`src/rtl/utf8v_pkg.sv`:
```
// ----------------------------------------------------------------------------
// utf8v_pkg
// Shared types and constants of the strict UTF-8 string validator.
// ----------------------------------------------------------------------------
package utf8v_pkg;

	localparam int unsigned ByteW = 8;
	localparam int unsigned CpW   = 21;

	localparam logic [ByteW-1:0] AsciiMax   = 8'h7f;
	localparam logic [ByteW-1:0] CtrlLimit  = 8'h20;
	localparam logic [ByteW-1:0] Lead2Min   = 8'hc2;
	localparam logic [ByteW-1:0] Lead2Max   = 8'hdf;
	localparam logic [ByteW-1:0] Lead3Min   = 8'he0;
	localparam logic [ByteW-1:0] Lead3Max   = 8'hef;
	localparam logic [ByteW-1:0] Lead4Min   = 8'hf0;
	localparam logic [ByteW-1:0] Lead4Max   = 8'hf4;
	localparam logic [1:0]       ContTag    = 2'b10;

	localparam logic [CpW-1:0] Min3Byte  = 21'h000800;
	localparam logic [CpW-1:0] Min4Byte  = 21'h010000;
	localparam logic [CpW-1:0] C1Min     = 21'h000080;
	localparam logic [CpW-1:0] C1Max     = 21'h00009f;
	localparam logic [CpW-1:0] SurrMin   = 21'h00d800;
	localparam logic [CpW-1:0] SurrMax   = 21'h00dfff;
	localparam logic [CpW-1:0] CpMax     = 21'h10ffff;

	localparam logic [1:0] SeqTwo   = 2'd1;
	localparam logic [1:0] SeqThree = 2'd2;
	localparam logic [1:0] SeqFour  = 2'd3;

	typedef struct packed {
		logic [1:0]     pending;
		logic [CpW-1:0] cp;
		logic [1:0]     seq_len;
		logic           failed;
	} dec_state_t;

	localparam dec_state_t StateClear = '{pending: 2'd0, cp: '0, seq_len: 2'd0, failed: 1'b0};

endpackage

```
`src/rtl/utf8v_step.sv`:
```
// ----------------------------------------------------------------------------
// utf8v_step
// Next-state and verdict logic for one byte of a string.
// ----------------------------------------------------------------------------
module utf8v_step (
	input  utf8v_pkg::dec_state_t          cur,
	input  logic [utf8v_pkg::ByteW-1:0]    data_byte,
	output utf8v_pkg::dec_state_t          nxt,
	output logic                           verdict
);

	logic [utf8v_pkg::CpW-1:0] cp_cat;
	logic [1:0]                pend_dec;
	logic                      seq_bad;

	assign cp_cat   = {cur.cp[utf8v_pkg::CpW-7:0], data_byte[5:0]};
	assign pend_dec = cur.pending - 2'd1;
	assign seq_bad  = (cur.seq_len == utf8v_pkg::SeqThree && cp_cat < utf8v_pkg::Min3Byte) ||
		(cur.seq_len == utf8v_pkg::SeqFour && cp_cat < utf8v_pkg::Min4Byte) ||
		(cp_cat >= utf8v_pkg::C1Min && cp_cat <= utf8v_pkg::C1Max) ||
		(cp_cat >= utf8v_pkg::SurrMin && cp_cat <= utf8v_pkg::SurrMax) ||
		(cp_cat > utf8v_pkg::CpMax);

	always_comb begin
		nxt = cur;
		if (!cur.failed) begin
			if (cur.pending == 2'd0) begin
				if (data_byte <= utf8v_pkg::AsciiMax) begin
					if (data_byte < utf8v_pkg::CtrlLimit || data_byte == utf8v_pkg::AsciiMax) begin
						nxt.failed = 1'b1;
					end
				end else if (data_byte >= utf8v_pkg::Lead2Min &&
					data_byte <= utf8v_pkg::Lead2Max) begin
					nxt.pending = utf8v_pkg::SeqTwo;
					nxt.seq_len = utf8v_pkg::SeqTwo;
					nxt.cp      = {16'd0, data_byte[4:0]};
				end else if (data_byte >= utf8v_pkg::Lead3Min &&
					data_byte <= utf8v_pkg::Lead3Max) begin
					nxt.pending = utf8v_pkg::SeqThree;
					nxt.seq_len = utf8v_pkg::SeqThree;
					nxt.cp      = {17'd0, data_byte[3:0]};
				end else if (data_byte >= utf8v_pkg::Lead4Min &&
					data_byte <= utf8v_pkg::Lead4Max) begin
					nxt.pending = utf8v_pkg::SeqFour;
					nxt.seq_len = utf8v_pkg::SeqFour;
					nxt.cp      = {18'd0, data_byte[2:0]};
				end else begin
					nxt.failed = 1'b1;
				end
			end else if (data_byte[7:6] != utf8v_pkg::ContTag) begin
				nxt.failed = 1'b1;
			end else begin
				nxt.pending = pend_dec;
				nxt.cp      = cp_cat;
				if (pend_dec == 2'd0) begin
					nxt.failed  = seq_bad;
					nxt.seq_len = 2'd0;
					nxt.cp      = '0;
				end
			end
		end
	end

	assign verdict = !nxt.failed && nxt.pending == 2'd0;

endmodule

```
`src/rtl/utf8_string_validator_unit.sv`:
```
// ----------------------------------------------------------------------------
// utf8_string_validator_unit
// Strict UTF-8 validation of byte strings, one verdict per string.
// ----------------------------------------------------------------------------
//   channel  handshake                   payload
//   input    in_valid / in_stall         data_byte, last
//   output   out_valid / out_stall       valid_res
//
// One byte is taken every cycle while in_stall is low; a verdict passes from its
// last byte through an input register and then a result register.
// Reset clears the decoder state and both valid flags.
// The input stalls only when a verdict is held by out_stall and the next
// registered byte also ends a string.
module utf8_string_validator_unit (
	input  logic                         clk,
	input  logic                         arst_n,
	input  logic                         in_valid,
	output logic                         in_stall,
	input  logic [utf8v_pkg::ByteW-1:0]  data_byte,
	input  logic                         last,
	output logic                         out_valid,
	input  logic                         out_stall,
	output logic                         valid_res
);

	logic                        vld_s1;
	logic [utf8v_pkg::ByteW-1:0] data_s1;
	logic                        last_s1;
	utf8v_pkg::dec_state_t       state_q;
	utf8v_pkg::dec_state_t       state_nxt;
	logic                        verdict;
	logic                        out_vld_q;
	logic                        res_q;
	logic                        out_free;
	logic                        adv_s1;

	assign out_free = !out_vld_q || !out_stall;
	assign adv_s1   = vld_s1 && (!last_s1 || out_free);
	assign in_stall = vld_s1 && !adv_s1;

	utf8v_step u_step (
		.cur       (state_q),
		.data_byte (data_s1),
		.nxt       (state_nxt),
		.verdict   (verdict)
	);

	always_ff @(posedge clk or negedge arst_n) begin
		if (!arst_n) begin
			vld_s1 <= 1'b0;
		end else if (!in_stall) begin
			vld_s1 <= in_valid;
		end
	end

	always_ff @(posedge clk) begin
		if (in_valid && !in_stall) begin
			data_s1 <= data_byte;
			last_s1 <= last;
		end
	end

	always_ff @(posedge clk or negedge arst_n) begin
		if (!arst_n) begin
			state_q   <= utf8v_pkg::StateClear;
			out_vld_q <= 1'b0;
		end else begin
			if (adv_s1) begin
				state_q <= last_s1 ? utf8v_pkg::StateClear : state_nxt;
			end
			if (adv_s1 && last_s1) begin
				out_vld_q <= 1'b1;
			end else if (!out_stall) begin
				out_vld_q <= 1'b0;
			end
		end
	end

	always_ff @(posedge clk) begin
		if (adv_s1 && last_s1) begin
			res_q <= verdict;
		end
	end

	assign out_valid = out_vld_q;
	assign valid_res = res_q;

endmodule

```
`config.mk`:
```
export PLATFORM = sky130hd
export DESIGN_NAME = utf8_string_validator_unit
export DESIGN_NICKNAME = d
export VERILOG_FILES = /design/src/rtl/utf8v_pkg.sv /design/src/rtl/utf8v_step.sv /design/src/rtl/utf8_string_validator_unit.sv
export SDC_FILE = /design/constraint.sdc
export NUM_CORES = 1
export LEC_CHECK = 0
export BUFFER_PORTS_ARGS = -buffer_cell sky130_fd_sc_hd__buf_2
export CAP_MARGIN = 20
export CORE_ASPECT_RATIO = 1.5
export CORE_MARGIN = 2
export CORE_UTILIZATION = 55
export CTS_CLUSTER_SIZE = 12
export DETAILED_ROUTE_END_ITERATION = 12
export HOLD_SLACK_MARGIN = 0.15
export PLACE_DENSITY_LB_ADDON = 0.1
export RECOVER_POWER = 50
export SLEW_MARGIN = 25
export SYNTH_ARGS = -nofsm -noshare
export SYNTH_HDL_FRONTEND = slang
export SYNTH_SLANG_ARGS = --single-unit
```
`constraint.sdc`:
```
create_clock -name clk -period 3.64 [get_ports clk]
set_clock_uncertainty 0.15 [all_clocks]
set_input_delay 0.728 -clock clk [delete_from_list [all_inputs] [get_ports clk]]
set_output_delay 0.728 -clock clk [all_outputs]
set_load 0.05 [all_outputs]
```
## After elaboration in Yosys (flattened, before gate mapping)

Cells that the tools add are included.

| storage, ports and cells | value |
|---|---|
| register bits | 32 |
| latch bits | 0 |
| RAM bits | 0 |
| memory bits (read-only) | 0 |
| bits of input ports | 13 |
| output and inout port bits | 3 |
| logic and storage cells | 82 |
| memories | 0 |

| operators by class | value |
|---|---|
| add/subtract/negate cells | 1 |
| multipliers | 0 |
| divide/modulo/power cells | 0 |
| order comparisons | 15 |
| equality and inequality tests | 9 |
| shift operators | 0 |
| mux-type cells | 17 |
| bitwise logic cells | 0 |
| reduce and logical (&&, ||, !) cells | 31 |

Operators with widths:

| cell | number |
|---|---|
| 25-bit 2-to-1 mux | 5 |
| 26-bit 2-to-1 mux | 3 |
| 8-bit >= comparator, second input constant | 3 |
| 8-bit <= comparator, second input constant | 3 |
| 24-bit 2-to-1 mux | 1 |
| 21-bit by 16-bit >= comparator with 1-bit output, second input constant | 1 |
| 21-bit by 8-bit >= comparator with 1-bit output, second input constant | 1 |
| 21-bit greater-than comparator, second input constant | 1 |
| 21-bit by 16-bit <= comparator with 1-bit output, second input constant | 1 |
| 21-bit by 8-bit <= comparator with 1-bit output, second input constant | 1 |
| 21-bit by 12-bit < comparator with 1-bit output, second input constant | 1 |
| 21-bit by 17-bit < comparator with 1-bit output, second input constant | 1 |
| 1-bit logical AND | 12 |
| 8-bit by 7-bit equality test with 1-bit output, second input constant | 1 |
| 8-bit by 7-bit <= comparator with 1-bit output, second input constant | 1 |
| 8-bit by 6-bit < comparator with 1-bit output, second input constant | 1 |
| 1-bit 2-to-1 mux | 8 |
| 1-bit logical OR | 7 |
| 1-bit zero test | 6 |
| 2-bit zero test | 3 |
| 6-bit AND reduction | 1 |
| 5-bit != test, second input constant | 1 |
| 5-bit AND reduction | 1 |
| 2-bit equality test, second input constant | 2 |
| other kinds (6) | 7 |

## Longest topological paths before layout

| depth | value |
|---|---|
| depth in word-level cells | 12 |
| mapped depth | 7 |
| depth with buffers taken out | 7 |

## Hierarchy

From an unflattened synthesis, not the netlist that was laid out.

| unflattened totals | value |
|---|---|
| cells, all modules | 266 |
| area, all modules | 2553.7 µm² |

Modules (own cells, without submodules):

| module | times used | cells each | area each (µm²) | seq. area each (µm²) |
|---|---|---|---|---|
| utf8_string_validator_unit | 1 | 168 | 1880.6 | 1001.0 |
| utf8v_step | 1 | 98 | 673.1 | 0.0 |

## Worst setup path before layout

OpenSTA, ideal clock, no wires.

| path | value |
|---|---|
| path kind | reg2reg |
| start point | reg state_q[24] (netlist name) |
| end point | reg state_q[10] (netlist name) |
| setup time | 70 ps |
| data arrival time | 1948 ps |
| data required time | 3420 ps |
| slack | 1471 ps |
| stages on the path, launching flop included | 6 |
| buffers on the path | 1 |
| cells stage by stage | dfrtp_1 > inv_1 > ha_1 > clkbuf_1 > nor4_1 > a22o_1 |

| on the way | value |
|---|---|
| word-level cells in the longest chain between the ends | 7 |
| elaborated cells between the ends (all ways) | 12 |
| those cells by class | add/sub: 1; eq/ne: 3; mux: 5; reduce/logical: 3 |

RTL lines:

| item | RTL line | RTL |
|---|---|---|
| from (decl) | utf8_string_validator_unit.sv:29 | `utf8v_pkg::dec_state_t state_q;` |
| from (signal assigned) | utf8_string_validator_unit.sv:65 | `state_q <= utf8v_pkg::StateClear;` |
| from (signal assigned) | utf8_string_validator_unit.sv:69 | `state_q <= last_s1 ? utf8v_pkg::StateClear : state_nxt;` |
| 2-bit by 1-bit subtractor with 2-bit output | utf8v_step.sv:17 | `assign pend_dec = cur.pending - 2'd1;` |
| 2-bit zero test | utf8v_step.sv:55 | `if (pend_dec == 2'd0) begin` |
| 24-bit 2-to-1 mux | utf8v_step.sv:55 |  |
| 25-bit 2-to-1 mux | utf8v_step.sv:50 | `end else if (data_byte[7:6] != utf8v_pkg::ContTag) begin` |
| 26-bit 2-to-1 mux | utf8v_step.sv:27 | `if (cur.pending == 2'd0) begin` |
| 26-bit 2-to-1 mux | utf8v_step.sv:26 | `if (!cur.failed) begin` |
| 26-bit 2-to-1 mux | utf8_string_validator_unit.sv:69 |  |

Parallel ways exist; a longest one is shown, timed or not. The select of a mux whose other input is x is not followed.
A chain may end at the register's enable or synchronous reset.

## Final worst setup path

| path | value |
|---|---|
| start point | reg data_s1[4] (netlist name) |
| end point | reg state_q[14] (netlist name) |

| on the way | value |
|---|---|
| word-level cells in the longest chain between the ends | 8 |
| elaborated cells between the ends (all ways) | 19 |
| those cells by class | order compare: 7; eq/ne: 2; mux: 6; reduce/logical: 4 |

RTL lines:

| item | RTL line | RTL |
|---|---|---|
| from (decl) | utf8_string_validator_unit.sv:27 | `logic [utf8v_pkg::ByteW-1:0] data_s1;` |
| from (signal assigned) | utf8_string_validator_unit.sv:58 | `data_s1 <= data_byte;` |
| 8-bit >= comparator or 8-bit <= comparator (tied branches) | utf8v_step.sv:37, utf8v_step.sv:38 |  |
| 1-bit logical AND | utf8v_step.sv:37 | `end else if (data_byte >= utf8v_pkg::Lead3Min &&` |
| 25-bit 2-to-1 mux | utf8v_step.sv:37 |  |
| 25-bit 2-to-1 mux | utf8v_step.sv:32 | `end else if (data_byte >= utf8v_pkg::Lead2Min &&` |
| 25-bit 2-to-1 mux | utf8v_step.sv:28 | `if (data_byte <= utf8v_pkg::AsciiMax) begin` |
| 26-bit 2-to-1 mux | utf8v_step.sv:27 |  |
| 26-bit 2-to-1 mux | utf8v_step.sv:26 |  |
| 26-bit 2-to-1 mux | utf8_string_validator_unit.sv:69 |  |

Parallel ways exist; a longest one is shown, timed or not. The select of a mux whose other input is x is not followed.

==> results_tabular.tex <==
\begin{tabular}{lr}
\hline
Metric & Value \\
\hline
\multicolumn{2}{l}{\textbf{GRT}} \\
Overall fraction of global-route tracks in use & 23.4\% \\
Maximum number of pins on one net before global-route repair & 23 \\
Wire length of the first global-routing pass & 5.51 mm \\
Number of global-route vias before repair & 1243 \\
Initial antenna violation count & 0 \\
Sum of overflow across all layers after global routing & 0 \\
\multicolumn{2}{l}{\textbf{Timing}} \\
Final critical delay including setup and external delays & 2460 ps \\
Worst-case headroom to the max-slew limit & 21.8\% \\
Setup repair after global routing missed its margin & false \\
Peak Freq & 406 MHz \\
Tcrit/Tclk final & 67.6\% \\
Hold Fails Final Rpt & 0 \\
Post-route setup TNS & 0 ps \\
Worst Tran Pin Value & 1170 ps \\
Total count of max-transition violations in the final report & 0 \\
Number of setup violations in the final report & 0 \\
\multicolumn{2}{l}{\textbf{Yosys}} \\
Post-synthesis register bit count & 32 \\
Top flip-flop cell by instance count after synthesis & dfrtp\_1 \\
Async S/R FF share, synth & 68.8\% \\
Sequential fraction of the synthesis area & 53.4\% \\
Synth warnings & 0 \\
Synthesized cell area & 0.00159 mm² \\
Synthesized instance count & 145 \\
Post-synth cell types & 42 \\
Syn Nets & 160 \\
Number of synthesized flops with an enable pin & 10 \\
Avg Inst Size Synth & 11.0 µm² \\
\multicolumn{2}{l}{\textbf{Finish}} \\
Post-route design area & 0.00181 mm² \\
Number of filler instances in the final layout & 231 \\
Antenna diode count & 0 \\
Highest-count cells in the layout ignoring fill and taps & dfrtp\_1, nand2\_1, a22o\_1, buf\_2 \\
Commonest non-fill, non-tap cell in the layout & dfrtp\_1 \\
Fraction of layout cells with a size suffix above 1 & 16.6\% \\
Final standard cell count with taps included and fillers excluded & 200 \\
Synthesis-to-layout area growth & 13.5\% \\
Net count of the finished layout & 177 \\
\multicolumn{2}{l}{\textbf{Drt}} \\
WL per Instance & 17.6 µm \\
Total routed wirelength & 3.51 mm \\
Number of design rule violations left after detail routing & 0 \\
Antenna Nets Post-Route & 0 \\
Number of iterations in the first detailed-routing pass & 6 \\
Vias & 1278 \\
Per-cell via count in the routed design & 6.39 \\
Iter 0 DRT Violations & 49 \\
\multicolumn{2}{l}{\textbf{Clock network}} \\
Clock slew at reported path FFs & 60 ps \\
Number of sinks driven by the clock tree & 32 \\
Root buf cell & clkbuf\_8 \\
PostCTS Resize Cnt & 0 \\
CTS Hold Bufs & 0 \\
CTS H-Tree Depth & 2 \\
CTS tree & built \\
Clock network latency to the later pin of the worst-skew pair & 290 ps \\
Number of buffers inserted during clock tree synthesis & 5 \\
Longest Clk Path Bufs & 2 \\
Number of setup buffers added after CTS & 0 \\
\multicolumn{2}{l}{\textbf{Min path}} \\
Hold path start & state\_q[15]\$\_DFFE\_PN0P\_ \\
Min-Delay Path Depth & 1 \\
Capture endpoint of the worst hold path & state\_q[15]\$\_DFFE\_PN0P\_ \\
Class of the tightest hold or removal check & reg -> reg \\
\multicolumn{2}{l}{\textbf{Placement}} \\
Gp weighted congestion & 0.911 \\
Cell area after placement & 0.00169 mm² \\
Placed cell count & 192 \\
Number of port buffers & 15 \\
DP Wirelength & 2.60 mm \\
\multicolumn{2}{l}{\textbf{Floorplan}} \\
Initial core utilization & 58.9\% \\
Full die area & 0.00335 mm² \\
Placement row count & 23 \\
Horiz. Die Dim & 48.0 µm \\
Std-Cell Core Area & 0.00271 mm² \\
Floorplan die height & 69.9 µm \\
I/O pins & 16 \\
\multicolumn{2}{l}{\textbf{Power and ir drop}} \\
Static leakage & 0.786 nW \\
Pwr/cell area & 564 mW/mm² \\
Maximum ir drop on the vdd rail & 0.000392 V \\
\multicolumn{2}{l}{\textbf{Outcome}} \\
Outcome & finished, final reports clean \\
\multicolumn{2}{l}{\textbf{Worst setup path}} \\
FF-to-FF path depth & 5 \\
Worst setup slack for register-to-register paths & 1180 ps \\
Highest net fanout along the worst path & 15 \\
Critical Path Start Type & register \\
Worst setup EP type & register \\
Worst r2r src & data\_s1[4]\$\_DFFE\_PP\_ \\
Type of the setup path with the least slack & reg -> reg \\
Worst Path Arrival & 2530 ps \\
Data required time at the worst endpoint & 3710 ps \\
Endpoint of the worst register-to-register path & state\_q[14]\$\_DFFE\_PN0P\_ \\
\multicolumn{2}{l}{\textbf{Flow run}} \\
Number of violations of the max-capacitance limit & 0 \\
\hline
\end{tabular}
==> worst max-delay path: stages (launching register included) <==
cell	delay, ps
edfxtp_1	500
or4_4	580
o211ai_2	240
nor3_2	90
o311ai_4	570
a22o_1	260
==> layer usage <==
metal / up-vias / track usage (%) / wire length (µm)
li1: 593 / - / -
met1: 630 / 25.9 / 1320
met2: 46 / 39.4 / 1930
met3: 9 / 6.46 / 169
met4: 0 / 9.91 / 87
met5: - / 0 / 0
==> worst max path at each step <==
stage / startpoint / end / slack, ps / cells past startpoint
5_1_grt: data_s1[4]$_DFFE_PP_ / state_q[14]$_DFFE_PN0P_ / 1050 / 5
4_1_cts: data_s1[4]$_DFFE_PP_ / state_q[14]$_DFFE_PN0P_ / 1190 / 5
2_1_floorplan: state_q[24]$_DFFE_PN0P_ / state_q[10]$_DFFE_PN0P_ / 1470 / 5
3_3_place_gp: data_s1[4]$_DFFE_PP_ / state_q[17]$_DFFE_PN0P_ / 1300 / 5
6_report: data_s1[4]$_DFFE_PP_ / state_q[14]$_DFFE_PN0P_ / 1180 / 5
3_5_place_dp: data_s1[4]$_DFFE_PP_ / state_q[10]$_DFFE_PN0P_ / 1220 / 5
==> Yosys cell counts, types with 2 or more instances <==
cell type / count / area share [%]
o22ai_1: 3 / 1.2
a32o_1: 4 / 2.5
a211oi_1: 2 / 0.94
inv_1: 10 / 2.4
nand3_1: 4 / 1.3
dfrtp_1: 22 / 35
o21ai_0: 2 / 0.63
clkbuf_1: 4 / 0.94
nand4_1: 3 / 1.2
nand2b_1: 4 / 1.6
and2_1: 3 / 1.2
o211ai_1: 2 / 0.94
a21oi_1: 4 / 1.3
nor4_1: 4 / 1.6
nor2_1: 7 / 1.6
edfxtp_1: 10 / 19
o21ai_1: 2 / 0.63
or4_1: 2 / 0.94
buf_6: 2 / 1.4
a22o_1: 13 / 7.1
ha_1: 2 / 1.6
nor3_1: 3 / 0.94
nand2_1: 14 / 3.3
==> registers in the layout, summed over array words and instances (netlist names) <==
name       cells
valid_res      1
last_s1        1
vld_s1         1
state_q       20
data_s1        8
out_valid      1
==> cell type report <==
type | count | area (µm²) | share of cell area [%]
timing repair buffer | 16 | 80.1 | 4.43
sequential | 32 | 851 | 47.0
clock inverter | 1 | 30.0 | 1.66
tap | 37 | 46.3 | 2.56
clock buffer | 7 | 96.3 | 5.33
inverter | 10 | 37.5 | 2.07
multi-input combinational | 97 | 668 | 36.9
==> kinds of logic (layout without fill, tap and decap cells) <==
| group | Yosys count | in the layout | synth area share (%) |
|---|---|---|---|
| AOI/OAI and AO/OA | 44 | 44 | 22.9 |
| adders and majority gates | 2 | 2 | 1.57 |
| buffers and inverters | 16 | 34 | 4.71 |
| DFF | 32 | 32 | 53.4 |
| muxes | 1 | 1 | 0.628 |
| and+or+nand+nor | 50 | 50 | 16.8 |
==> through the flow <==
stage | power, mW | setup slack [ps] | utilization (%) | hold WS (ps)
floorplan | 0.605 | 1470 | - | 282
global placement | 0.648 | 1300 | 62.3 | 341
detailed placement | 0.656 | 1220 | 62.3 | 351
CTS | 1.02 | 1190 | 67.0 | 264
global route | 1.07 | 1050 | 66.9 | 369
finish | 1.02 | 1180 | 66.9 | 359
==> report_power, final <==
part	switching [mW]	leakage, nW	internal (mW)
registers	0.0377	0.398	0.404
clock network	0.125	0.0645	0.241
logic	0.131	0.324	0.0810
total	0.293	0.786	0.727
(Power assumes the default switching activity.)
